<file path="src/sv/sche_pkg.sv">
// Shared types and constants for the sequenced channel header engine.
package sche_pkg;

    localparam int MAX_MESSAGE_BYTES = 1450;
    localparam int HEADER_RESERVE    = 8;
    localparam int CAP_INT           = MAX_MESSAGE_BYTES + HEADER_RESERVE;
    localparam int LEN_W             = $clog2(CAP_INT + 1);
    localparam int SEQ_W             = 31;
    localparam int WORD_W            = 32;
    localparam int TAG_W             = 16;
    localparam int HDR_INT           = 10;

    localparam logic [LEN_W-1:0] PKT_CAP   = LEN_W'(CAP_INT);
    localparam logic [LEN_W-1:0] HDR_BYTES = LEN_W'(HDR_INT);
    localparam logic [LEN_W-1:0] REL_ROOM  = LEN_W'(CAP_INT - HDR_INT);

    localparam int IN_TDATA_W  = 88;
    localparam int OUT_TDATA_W = 192;

    typedef enum logic {
        OP_TX = 1'b0,
        OP_RX = 1'b1
    } op_t;

    typedef enum logic [2:0] {
        ST_SENT      = 3'd0,
        ST_FATAL     = 3'd1,
        ST_ACCEPTED  = 3'd2,
        ST_WRONG_SRC = 3'd3,
        ST_STALE     = 3'd4
    } status_t;

    typedef struct packed {
        op_t              op;
        logic [10:0]      staged_bytes;
        logic             staged_overflow;
        logic [10:0]      unreliable_bytes;
        logic             source_matches;
        logic [WORD_W-1:0] rx_sequence_word;
        logic [WORD_W-1:0] rx_ack_word;
    } in_item_t;

    typedef struct packed {
        status_t           status;
        logic [WORD_W-1:0] tx_sequence_word;
        logic [WORD_W-1:0] tx_ack_word;
        logic              sent_reliable;
        logic              staged_taken;
        logic [10:0]       reliable_bytes;
        logic              unreliable_included;
        logic [10:0]       packet_bytes;
        logic [SEQ_W-1:0]  packets_dropped;
        logic [WORD_W-1:0] drop_events;
        logic [WORD_W-1:0] good_packets;
        logic              reliable_pending;
    } result_t;

endpackage

</file>
<file path="src/sv/sche_core.sv">
// Channel state registers and the single-pass transmit/receive header logic.
module sche_core (
    input  logic              clk,
    input  logic              rst_n,
    input  logic              fire,
    input  sche_pkg::in_item_t item,
    output sche_pkg::result_t  res
);
    import sche_pkg::*;

    logic [SEQ_W-1:0]  out_seq_reg, out_seq_next;
    logic [SEQ_W-1:0]  in_seq_reg, in_seq_next;
    logic [SEQ_W-1:0]  in_acked_reg, in_acked_next;
    logic [SEQ_W-1:0]  last_rel_seq_reg, last_rel_seq_next;
    logic              in_rel_acked_bit_reg, in_rel_acked_bit_next;
    logic              rel_bit_reg, rel_bit_next;
    logic              in_rel_bit_reg, in_rel_bit_next;
    logic              fatal_reg, fatal_next;
    logic [10:0]       held_len_reg, held_len_next;
    logic [WORD_W-1:0] drop_tally_reg, drop_tally_next;
    logic [WORD_W-1:0] good_tally_reg, good_tally_next;

    logic [SEQ_W-1:0]  seq_inc;
    logic [SEQ_W-1:0]  rx_seq;
    logic [SEQ_W-1:0]  rx_gap;
    logic              resend;
    logic              take;
    logic              sent;
    logic [LEN_W-1:0]  rel_part;
    logic [LEN_W-1:0]  size_hdr;

    always_comb
    begin
        out_seq_next          = out_seq_reg;
        in_seq_next           = in_seq_reg;
        in_acked_next         = in_acked_reg;
        last_rel_seq_next     = last_rel_seq_reg;
        in_rel_acked_bit_next = in_rel_acked_bit_reg;
        rel_bit_next          = rel_bit_reg;
        in_rel_bit_next       = in_rel_bit_reg;
        fatal_next            = fatal_reg;
        held_len_next         = held_len_reg;
        drop_tally_next       = drop_tally_reg;
        good_tally_next       = good_tally_reg;

        res          = '0;
        res.status   = ST_SENT;

        seq_inc  = out_seq_reg + SEQ_W'(1);
        rx_seq   = item.rx_sequence_word[SEQ_W-1:0];
        rx_gap   = rx_seq - in_seq_reg - SEQ_W'(1);
        resend   = (in_acked_reg > last_rel_seq_reg) &&
                   (in_rel_acked_bit_reg != rel_bit_reg);
        take     = (held_len_reg == '0) && (item.staged_bytes != '0);
        sent     = resend || take;
        rel_part = '0;
        size_hdr = HDR_BYTES;

        case (item.op)
            OP_TX:
            begin
                if (item.staged_overflow)
                begin
                    fatal_next = 1'b1;
                    res.status = ST_FATAL;
                end
                else
                begin
                    if (take)
                    begin
                        held_len_next = item.staged_bytes;
                        rel_bit_next  = ~rel_bit_reg;
                    end
                    out_seq_next = seq_inc;
                    if (sent)
                    begin
                        // reliable part is clipped to what is left after the header
                        rel_part = (held_len_next < REL_ROOM) ? held_len_next : REL_ROOM;
                        last_rel_seq_next = seq_inc;
                    end
                    size_hdr                 = HDR_BYTES + rel_part;
                    res.status               = ST_SENT;
                    res.tx_sequence_word     = {sent, out_seq_reg};
                    res.tx_ack_word          = {in_rel_bit_reg, in_seq_reg};
                    res.sent_reliable        = sent;
                    res.staged_taken         = take;
                    res.packet_bytes         = size_hdr;
                    if ((item.unreliable_bytes != '0) &&
                        ((PKT_CAP - size_hdr) >= item.unreliable_bytes))
                    begin
                        res.unreliable_included = 1'b1;
                        res.packet_bytes        = size_hdr + item.unreliable_bytes;
                    end
                end
            end
            OP_RX:
            begin
                if (!item.source_matches)
                    res.status = ST_WRONG_SRC;
                else if (rx_seq <= in_seq_reg)
                    res.status = ST_STALE;
                else
                begin
                    res.status          = ST_ACCEPTED;
                    res.packets_dropped = rx_gap;
                    if (rx_gap != '0)
                        drop_tally_next = drop_tally_reg + WORD_W'(1);
                    if (item.rx_ack_word[WORD_W-1] == rel_bit_reg)
                        held_len_next = '0;
                    in_seq_next           = rx_seq;
                    in_acked_next         = item.rx_ack_word[SEQ_W-1:0];
                    in_rel_acked_bit_next = item.rx_ack_word[WORD_W-1];
                    in_rel_bit_next       = in_rel_bit_reg ^ item.rx_sequence_word[WORD_W-1];
                    good_tally_next       = good_tally_reg + WORD_W'(1);
                end
            end
            default:
            begin
                res.status = ST_SENT;
            end
        endcase

        res.reliable_bytes   = held_len_next;
        res.reliable_pending = (held_len_next != '0);
        res.drop_events      = drop_tally_next;
        res.good_packets     = good_tally_next;
    end

    always_ff @(posedge clk or negedge rst_n)
    begin
        if (!rst_n)
        begin
            out_seq_reg          <= '0;
            in_seq_reg           <= '0;
            in_acked_reg         <= '0;
            last_rel_seq_reg     <= '0;
            in_rel_acked_bit_reg <= 1'b0;
            rel_bit_reg          <= 1'b0;
            in_rel_bit_reg       <= 1'b0;
            fatal_reg            <= 1'b0;
            held_len_reg         <= '0;
            drop_tally_reg       <= '0;
            good_tally_reg       <= '0;
        end
        else if (fire)
        begin
            out_seq_reg          <= out_seq_next;
            in_seq_reg           <= in_seq_next;
            in_acked_reg         <= in_acked_next;
            last_rel_seq_reg     <= last_rel_seq_next;
            in_rel_acked_bit_reg <= in_rel_acked_bit_next;
            rel_bit_reg          <= rel_bit_next;
            in_rel_bit_reg       <= in_rel_bit_next;
            fatal_reg            <= fatal_next;
            held_len_reg         <= held_len_next;
            drop_tally_reg       <= drop_tally_next;
            good_tally_reg       <= good_tally_next;
        end
    end

endmodule

</file>
<file path="src/sv/sequenced_channel_header_engine_top.sv">
// Each item is held in the input register, then in the result register.
// Throughput: one item per cycle while m_tready holds, set by the single-pass
// header logic between the input register and the result register.
// Reset (rst_n low, asynchronous): sequences, reliable bits, held length,
// tallies, fatal flag and the port tag clear to zero; both stages empty.
// Top level: stream handshake, input and result registers, config register.
module sequenced_channel_header_engine_top (
    input  logic                            clk,
    input  logic                            rst_n,
    // config write channel: port tag
    input  logic                            cfg_valid,
    output logic                            cfg_ready,
    input  logic [sche_pkg::TAG_W-1:0]      cfg_data,
    // slave side
    input  logic                            s_tvalid,
    output logic                            s_tready,
    // from bit 0: staged_bytes[10:0], staged_overflow, unreliable_bytes[10:0],
    // source_matches, rx_sequence_word[31:0], rx_ack_word[31:0]
    input  logic [sche_pkg::IN_TDATA_W-1:0] s_tdata,
    // op (0 transmit, 1 receive)
    input  logic                            s_tuser,
    // master side
    output logic                            m_tvalid,
    input  logic                            m_tready,
    // from bit 0: tx_sequence_word[31:0], tx_ack_word[31:0], sent_reliable,
    // staged_taken, reliable_bytes[10:0], unreliable_included,
    // packet_bytes[10:0], packets_dropped[30:0], drop_events[31:0],
    // good_packets[31:0], reliable_pending, zero fill to 192 bits
    output logic [sche_pkg::OUT_TDATA_W-1:0] m_tdata,
    // status[2:0]
    output logic [2:0]                      m_tuser
);
    import sche_pkg::*;

    // Input stage
    logic     in_valid_reg, in_valid_next;
    in_item_t in_item_reg;
    in_item_t in_item;

    // Result stage
    logic     out_valid_reg, out_valid_next;
    result_t  out_res_reg;
    result_t  core_res;

    // Port tag is only held in this register; no result or output depends
    // on it.
    logic [TAG_W-1:0] port_tag_reg;

    logic advance;
    logic s_xfer;

    assign cfg_ready = 1'b1;

    // An item moves into the result register when that register is free
    // or being drained this cycle.
    assign advance  = in_valid_reg && (!out_valid_reg || m_tready);
    assign s_tready = !in_valid_reg || advance;
    assign s_xfer   = s_tvalid && s_tready;

    assign in_item.op               = op_t'(s_tuser);
    assign in_item.staged_bytes     = s_tdata[10:0];
    assign in_item.staged_overflow  = s_tdata[11];
    assign in_item.unreliable_bytes = s_tdata[22:12];
    assign in_item.source_matches   = s_tdata[23];
    assign in_item.rx_sequence_word = s_tdata[55:24];
    assign in_item.rx_ack_word      = s_tdata[87:56];

    always_comb
    begin
        in_valid_next = in_valid_reg;
        if (s_xfer)
            in_valid_next = 1'b1;
        else if (advance)
            in_valid_next = 1'b0;

        out_valid_next = out_valid_reg;
        if (advance)
            out_valid_next = 1'b1;
        else if (m_tready)
            out_valid_next = 1'b0;
    end

    always_ff @(posedge clk or negedge rst_n)
    begin
        if (!rst_n)
        begin
            in_valid_reg  <= 1'b0;
            out_valid_reg <= 1'b0;
            port_tag_reg  <= '0;
        end
        else
        begin
            in_valid_reg  <= in_valid_next;
            out_valid_reg <= out_valid_next;
            if (cfg_valid && cfg_ready)
                port_tag_reg <= cfg_data;
        end
    end

    // payload registers, no reset
    always_ff @(posedge clk)
    begin
        if (s_xfer)
            in_item_reg <= in_item;
        if (advance)
            out_res_reg <= core_res;
    end

    // State updates in the same cycle the item moves to the result stage.
    sche_core u_core (
        .clk   (clk),
        .rst_n (rst_n),
        .fire  (advance),
        .item  (in_item_reg),
        .res   (core_res)
    );

    assign m_tvalid = out_valid_reg;
    assign m_tuser  = out_res_reg.status;
    assign m_tdata  = {7'b0,
                       out_res_reg.reliable_pending,
                       out_res_reg.good_packets,
                       out_res_reg.drop_events,
                       out_res_reg.packets_dropped,
                       out_res_reg.packet_bytes,
                       out_res_reg.unreliable_included,
                       out_res_reg.reliable_bytes,
                       out_res_reg.staged_taken,
                       out_res_reg.sent_reliable,
                       out_res_reg.tx_ack_word,
                       out_res_reg.tx_sequence_word};

endmodule

</file>
<file path="config.mk">
export PLATFORM = sky130hd
export DESIGN_NAME = sequenced_channel_header_engine_top
export DESIGN_NICKNAME = d
export VERILOG_FILES = /design/src/sv/sche_pkg.sv /design/src/sv/sche_core.sv /design/src/sv/sequenced_channel_header_engine_top.sv
export SDC_FILE = /design/constraint.sdc
export NUM_CORES = 1
export LEC_CHECK = 0
export BUFFER_PORTS_ARGS = -buffer_cell sky130_fd_sc_hd__buf_2
export CAP_MARGIN = 5
export CORE_ASPECT_RATIO = 0.9
export CORE_UTILIZATION = 40
export DETAILED_ROUTE_END_ITERATION = 8
export GPL_TIMING_DRIVEN = 0
export HOLD_SLACK_MARGIN = 0.1
export PLACE_DENSITY = 0.63
export SLEW_MARGIN = 20
export SYNTH_ARGS = -nofsm -noshare
export SYNTH_HDL_FRONTEND = slang
export SYNTH_SLANG_ARGS = --single-unit
</file>
<file path="constraint.sdc">
create_clock -name clk -period 10.45 [get_ports clk]
set_input_delay 2.09 -clock clk [delete_from_list [all_inputs] [get_ports clk]]
set_output_delay 2.09 -clock clk [all_outputs]
set_load 0.02 [all_outputs]
</file>
==> results of run 1 <==
## through the flow
stage	setup TNS [ps]	cells	hold slack (ps)	utilization, %
2_1_floorplan	0	2161	415	-
3_3_place_gp	-295210	3208	427	44.9
3_5_place_dp	0	3216	425	45.3
4_1_cts	0	3313	443	48.3
5_1_grt	0	3313	475	48.3
6_report	0	3316	439	48.3
## cell families (layout without fill, tap and decap cells)
family	Yosys count	in the layout
AND/OR/NAND/NOR	807	807
flip-flops	480	480
buffers and inverters	202	589
adder cells (fa/ha/maj)	92	92
multiplexers	7	7
XOR/XNOR	223	223
other	2	11
AO/OA/AOI/OAI	342	342
## path summary, 6_finish.rpt
| check | end | depth (start not counted) | startpoint | slack [ps] |
|---|---|---|---|---|
| max | m_tdata[87] | 25 | u_core.last_rel_seq_reg[18] | 3350 |
| min | u_core.in_acked_reg[11] | 2 | in_item_reg[11] | 440 |
| max reg2reg | m_tdata[87] | 25 | u_core.last_rel_seq_reg[18] | 3350 |
| min reg2reg | u_core.in_acked_reg[11] | 2 | in_item_reg[11] | 440 |
| max in group asynchronous | u_core.good_tally_reg[21] | 2 | rst_n | 8170 |
| min in group asynchronous | u_core.out_seq_reg[3] | 1 | rst_n | 1420 |
## critical path, delay by kind of cell (launching register included)
family	cells	cell delay (ps)
XOR/XNOR	1	200
AO/OA/AOI/OAI	7	2480
buffers and inverters	4	760
flip-flops	1	360
adder cells (fa/ha/maj)	3	770
multiplexers	1	270
AND/OR/NAND/NOR	9	1950
## power by group
part           switching (mW)  leakage [nW]  internal (mW)
sequential              0.100          5.26           2.19
combinational           0.435          6.69          0.232
clock                   0.770         0.839           1.10
## cell usage in the layout, fill, tap and decap left out, types with 13 or more instances in the layout
cell type	n
a21o_1	41
a21oi_1	85
a31oi_1	15
and2_1	45
and3_1	49
buf_2	288
clkbuf_1	83
clkbuf_16	53
dfrtp_1	204
edfxtp_1	276
ha_1	90
inv_1	103
nand2_1	272
nand3_1	57
nand4_1	42
nor2_1	194
nor3_1	69
nor4_1	30
o21a_1	13
o21ai_0	94
xnor2_1	79
xor2_1	144
## final cells by class
cell class | instances | area [um^2] | share of cell area, %
flip-flops and latches | 480 | 13400 | 48.3
diodes | 3 | 7.51 | 0.0271
plain buffers | 99 | 418 | 1.51
repair buffers | 290 | 1620 | 5.84
clock buffers | 64 | 1390 | 5.01
inverters | 103 | 387 | 1.40
multi-input cells | 1479 | 9190 | 33.2
clock inverters | 33 | 348 | 1.26
well taps | 765 | 957 | 3.45
## metal layers
layer	wire length, um	up-vias	track usage, %
li1	-	8302	-
met1	28500	8382	29.7
met2	27700	484	32.3
met3	3800	79	3.25
met4	1170	2	5.25
met5	9	-	0
==> flow_summary.json, run 1 <==
{
  "status": "completed",
  "async_flop_share_pct": 42.5,
  "core-area_mm2": 0.0573,
  "h-tree-depth": 2,
  "layout_setup_ws_ps": 3350,
  "synth-seq-cells": 480,
  "max_freq_ghz": 0.141,
  "synth-xor-area-share_pct": 8.36,
  "synth-simple-area-share_pct": 16.2,
  "critPathMaxFanout": 10,
  "cts_resized": 0,
  "rsz0062_at_grt": "false",
  "cts_hold_buffers": 0,
  "fin_crit_sh_pct": 68.0,
  "grt_pass1_wl_um": 95800,
  "p_total_mw": 4.83,
  "max-slew-margin-rel_pct": 29.4,
  "slew_violations": 0,
  "p_leak_nw": 12.8,
  "synth_top_area_share_pct": 35.5,
  "path_clk_slew_ps": 60,
  "cp.arrival_ps": 7410,
  "drt_wl_total_um": 61100,
  "synthTopCellsByCount": "edfxtp_1 (276), nand2_1 (272), dfrtp_1 (204)",
  "dieArea_mm2": 0.0594,
  "grt_overflow": 0,
  "synth_cell_types": 74,
  "cts_tree": "done",
  "clock_path_buffers": 3,
  "clk_latency_ps": 600,
  "drive_gt1_share_pct": 15.8,
  "largest_reg_flops": 184,
  "required_ps": 10750,
  "path_class": "reg2reg",
  "dr_total_vias": 17200,
  "dp_slack_ps": 3440,
  "syn_inst": 2155,
  "ys_warn_count": 0,
  "slowest_delay_ps": 730,
  "clkSinkCount": 480,
  "critPathCaptureType": "flip-flop",
  "finalSetupViolCount": 0,
  "fillCellCount": 5329,
  "cts_buffers": 52,
  "synthTopCellsByArea": "edfxtp_1 (35%), dfrtp_1 (22%), xor2_1 (5.4%), ha_1 (4.8%), nand2_1 (4.4%)",
  "synth_edf_count": 276,
  "grt_max_degree": 77,
  "synthMuxAreaShare_pct": 0.311,
  "synthAdderAreaFrac_pct": 4.99,
  "place_hpwl_um": 45400,
  "syn-cell-area_mm2": 0.0234,
  "finalWorstPathRequiredPeriod_ps": 7100,
  "synthFlopType": "edfxtp_1",
  "yosysMostFrequentCell": "edfxtp_1",
  "place_congestion": 0.879,
  "drt_iter0_markers": 1325,
  "port-buffer-count": 282,
  "hold_violations": 0,
  "dieWidth_um": 257,
  "ioPinCount": 308,
  "ant_nets": 0,
  "antenna_found_initial": 4,
  "tightestPinTransition_ps": 1060,
  "area_delta_synth_final_pct": 18.6,
  "synth_area_per_cell_um2": 10.8,
  "clock_skew_ps": 20.6,
  "firstDrtPassIters": 7,
  "post-cts-setup-buffers": 0,
  "initial_utilization_pct": 40.8,
  "ys_seq_area_share_pct": 57.3,
  "hold_path.class": "reg2reg",
  "design_area_mm2": 0.0277,
  "power.density_mw_per_mm2": 174,
  "cp-start-kind": "flip-flop",
  "die_height_um": 231,
  "synth_compound_gate_area_share_pct": 9.31,
  "ctsRootBufferMaster": "clkbuf_16",
  "floorplan.rows": 83,
  "peakVddDrop_mv": 0.118,
  "synth_top_area_cell": "edfxtp_1",
  "drc": 0,
  "nets": 2707,
  "grt_usage_pct": 20.6,
  "first_global_vias": 17100,
  "synth_top_family_by_area": "simple AND/OR/NAND/NOR gates",
  "slowest_stage": "o221ai_1",
  "place_area_mm2": 0.0260,
  "vias_per_cell": 5.20,
  "drv_cap": 0,
  "wl_per_cell_um": 18.4
}
(Power assumes the default switching activity.)
==> run 2, diff against run 1 <==
==> constraint.sdc (replaced) <==
create_clock -name clk -period 6.8 [get_ports clk]
set_input_delay 1.36 -clock clk [delete_from_list [all_inputs] [get_ports clk]]
set_output_delay 1.36 -clock clk [all_outputs]
set_load 0.02 [all_outputs]
==> run 2 against run 1 <==
Compared with the run above:
- clock skew increased by 23 ps
- via count grew 0.43%
- flip-flop and latch count unchanged
- power up 58%
- fmax increased by 12%
- sequential power rose by 54%
- first-iteration DRC count is 12% higher
- setup slack worse by 2900 ps
- critical path type unchanged
==> flow_summary.json, run 2 (synthesized netlist as in run 1, its figures left out) <==
{
  "r2r_cells": 24,
  "slowest_delay_ps": 570,
  "cts_hold_buffers": 0,
  "die_height_um": 231,
  "drt_iter0_markers": 1480,
  "drv_cap": 0,
  "peakVddDrop_mv": 0.200,
  "nets": 2706,
  "rsz0062_at_grt": "false",
  "finalWorstPathRequiredPeriod_ps": 6340,
  "p_total_mw": 7.63,
  "crit_top_cell": "nand2_1",
  "layout_setup_ws_ps": 462,
  "floorplan.rows": 83,
  "clock_skew_ps": 43.9,
  "cp-start-kind": "flip-flop",
  "antenna_found_initial": 4,
  "first_global_vias": 17300,
  "finalSetupViolCount": 0,
  "dp_slack_ps": -248,
  "most-common-layout-cells": "buf_2 (288), edfxtp_1 (276), nand2_1 (272)",
  "vias_per_cell": 5.23,
  "ctsRootBufferMaster": "clkbuf_16",
  "dr_total_vias": 17300,
  "grt_overflow": 0,
  "hold_path.class": "reg2reg",
  "r2r-start": "u_core.in_acked_reg[24]",
  "path_buf_inv": 3,
  "drive_gt1_share_pct": 16.4,
  "slowest_stage": "nor4_2",
  "p_leak_nw": 12.9,
  "clk_latency_ps": 610,
  "fin_crit_sh_pct": 93.2,
  "rrSetupSlack_ps": 460,
  "area_delta_synth_final_pct": 19.3,
  "drc": 0,
  "port-buffer-count": 282,
  "critPathCaptureType": "flip-flop",
  "core-area_mm2": 0.0573,
  "hold_violations": 0,
  "drt_wl_total_um": 61900,
  "dieArea_mm2": 0.0594,
  "path_clk_slew_ps": 60,
  "cts_tree": "done",
  "grt_max_degree": 92,
  "hold_start": "in_item_reg[30]",
  "fin_setup_tns_ps": 0,
  "clkSinkCount": 480,
  "max-slew-margin-rel_pct": 31.8,
  "hold_ws_ps": 436,
  "clock_path_buffers": 3,
  "place_hpwl_um": 45400,
  "required_ps": 7090,
  "path_class": "reg2reg",
  "firstDrtPassIters": 5,
  "tightestPinTransition_ps": 1020,
  "ioPinCount": 308,
  "initial_utilization_pct": 40.8,
  "ant_nets": 0,
  "critPathMaxFanout": 10,
  "grt_usage_pct": 20.8,
  "power.density_mw_per_mm2": 274,
  "fillCellCount": 5291,
  "dieWidth_um": 257,
  "h-tree-depth": 2,
  "worst-path-stages": 24,
  "final_util_pct": 48.6,
  "max_freq_ghz": 0.158,
  "status": "completed",
  "cp.arrival_ps": 6620,
  "wl_per_cell_um": 18.7,
  "final_common_cell": "buf_2",
  "reg2reg_to": "m_tdata[87]",
  "crit_chain": "ha_1 > nand4_1 > nor4_2 > nand2_1 > o221ai_4 > nand2_1 > or2_2 > inv_1 > ha_1 > inv_1 > a21o_1 > nor4b_1 > nand2_1 > xor2_1 > nor2_1 > nand2_1 > xor2_1 > ha_1 > and3_1 > a211oi_1 > a31o_2 > clkbuf_2 > mux2i_1 > nor2_1",
  "cts_buffers": 53,
  "worstHoldPathCells": 2,
  "largest_reg_flops": 184,
  "cts_resized": 3,
  "place_congestion": 0.888,
  "grt_pass1_wl_um": 96500,
  "min_to": "u_core.in_acked_reg[30]",
  "crit_family": "simple AND/OR/NAND/NOR gates",
  "slew_violations": 0,
  "post-cts-setup-buffers": 0
}
==> run 2: cell types whose count changed in the layout (fill, tap and decap cells not counted), sizes merged <==
cell and change:
clkinv -2, clkinvlp -1, clkbuf +3, buf -3, diode -2, bufinv +4
==> run 2: how the worst max path moves through the flow <==
stage                                      from                      to  slack, ps
floorplan                u_core.held_len_reg[7]             m_tdata[87]       1170
global placement                       m_tready  u_core.held_len_reg[7]       -310
detailed placement  u_core.last_rel_seq_reg[18]             m_tdata[87]       -250
CTS                      u_core.held_len_reg[5]             m_tdata[87]         20
global route        u_core.last_rel_seq_reg[29]             m_tdata[87]         40
finish                  u_core.in_acked_reg[24]             m_tdata[87]        460
==> run 2: stage by stage <==
| stage | instances | cell area [um^2] |
|---|---|---|
| 2_1_floorplan | 2161 | 23400 |
| 3_3_place_gp | 3208 | 25800 |
| 3_5_place_dp | 3214 | 25900 |
| 4_1_cts | 3314 | 27800 |
| 5_1_grt | 3314 | 27900 |
| 6_report | 3315 | 27900 |
==> run 2: where the power goes <==
part	switching, mW	total, mW	internal [mW]
combinational	0.683	1.04	0.361
clock	1.20	3.06	1.86
sequential	0.159	3.52	3.37
==> run 2: worst register-to-register path, stage by stage, from the launching register on <==
cell      delay, ps
dfrtp_1         400
ha_1            310
nand4_1         140
nor4_2          570
nand2_1         210
o221ai_4        340
nand2_1         120
or2_2           360
inv_1           100
ha_1            230
inv_1           140
a21o_1          220
nor4b_1         320
nand2_1         160
xor2_1          210
nor2_1          300
nand2_1         120
xor2_1          170
ha_1            300
and3_1          210
a211oi_1        270
a31o_2          240
clkbuf_2        270
mux2i_1         220
nor2_1           80
==> run 2: layout make-up <==
cell class	instances	area (um^2)	share of cell area (%)
inverter	103	387	1.39
tap	765	957	3.43
clock buffer	66	1410	5.05
antenna	1	2.50	0.00898
timing repair buffer	288	1580	5.67
buffer	99	428	1.54
sequential	480	13400	48.1
clock inverter	34	469	1.68
multi-input combinational	1479	9250	33.2
==> run 2: routing by layer <==
layer  wire (um)  vias up  share of wire (%)  GRT usage (%)
met5           0        -                  0              0
met4        1130        0                1.8           5.49
met3        3310       65                5.4           2.97
met2       28500      520                 46           33.1
met1       28900     8458                 47           29.7
li1            -     8281                  -              -
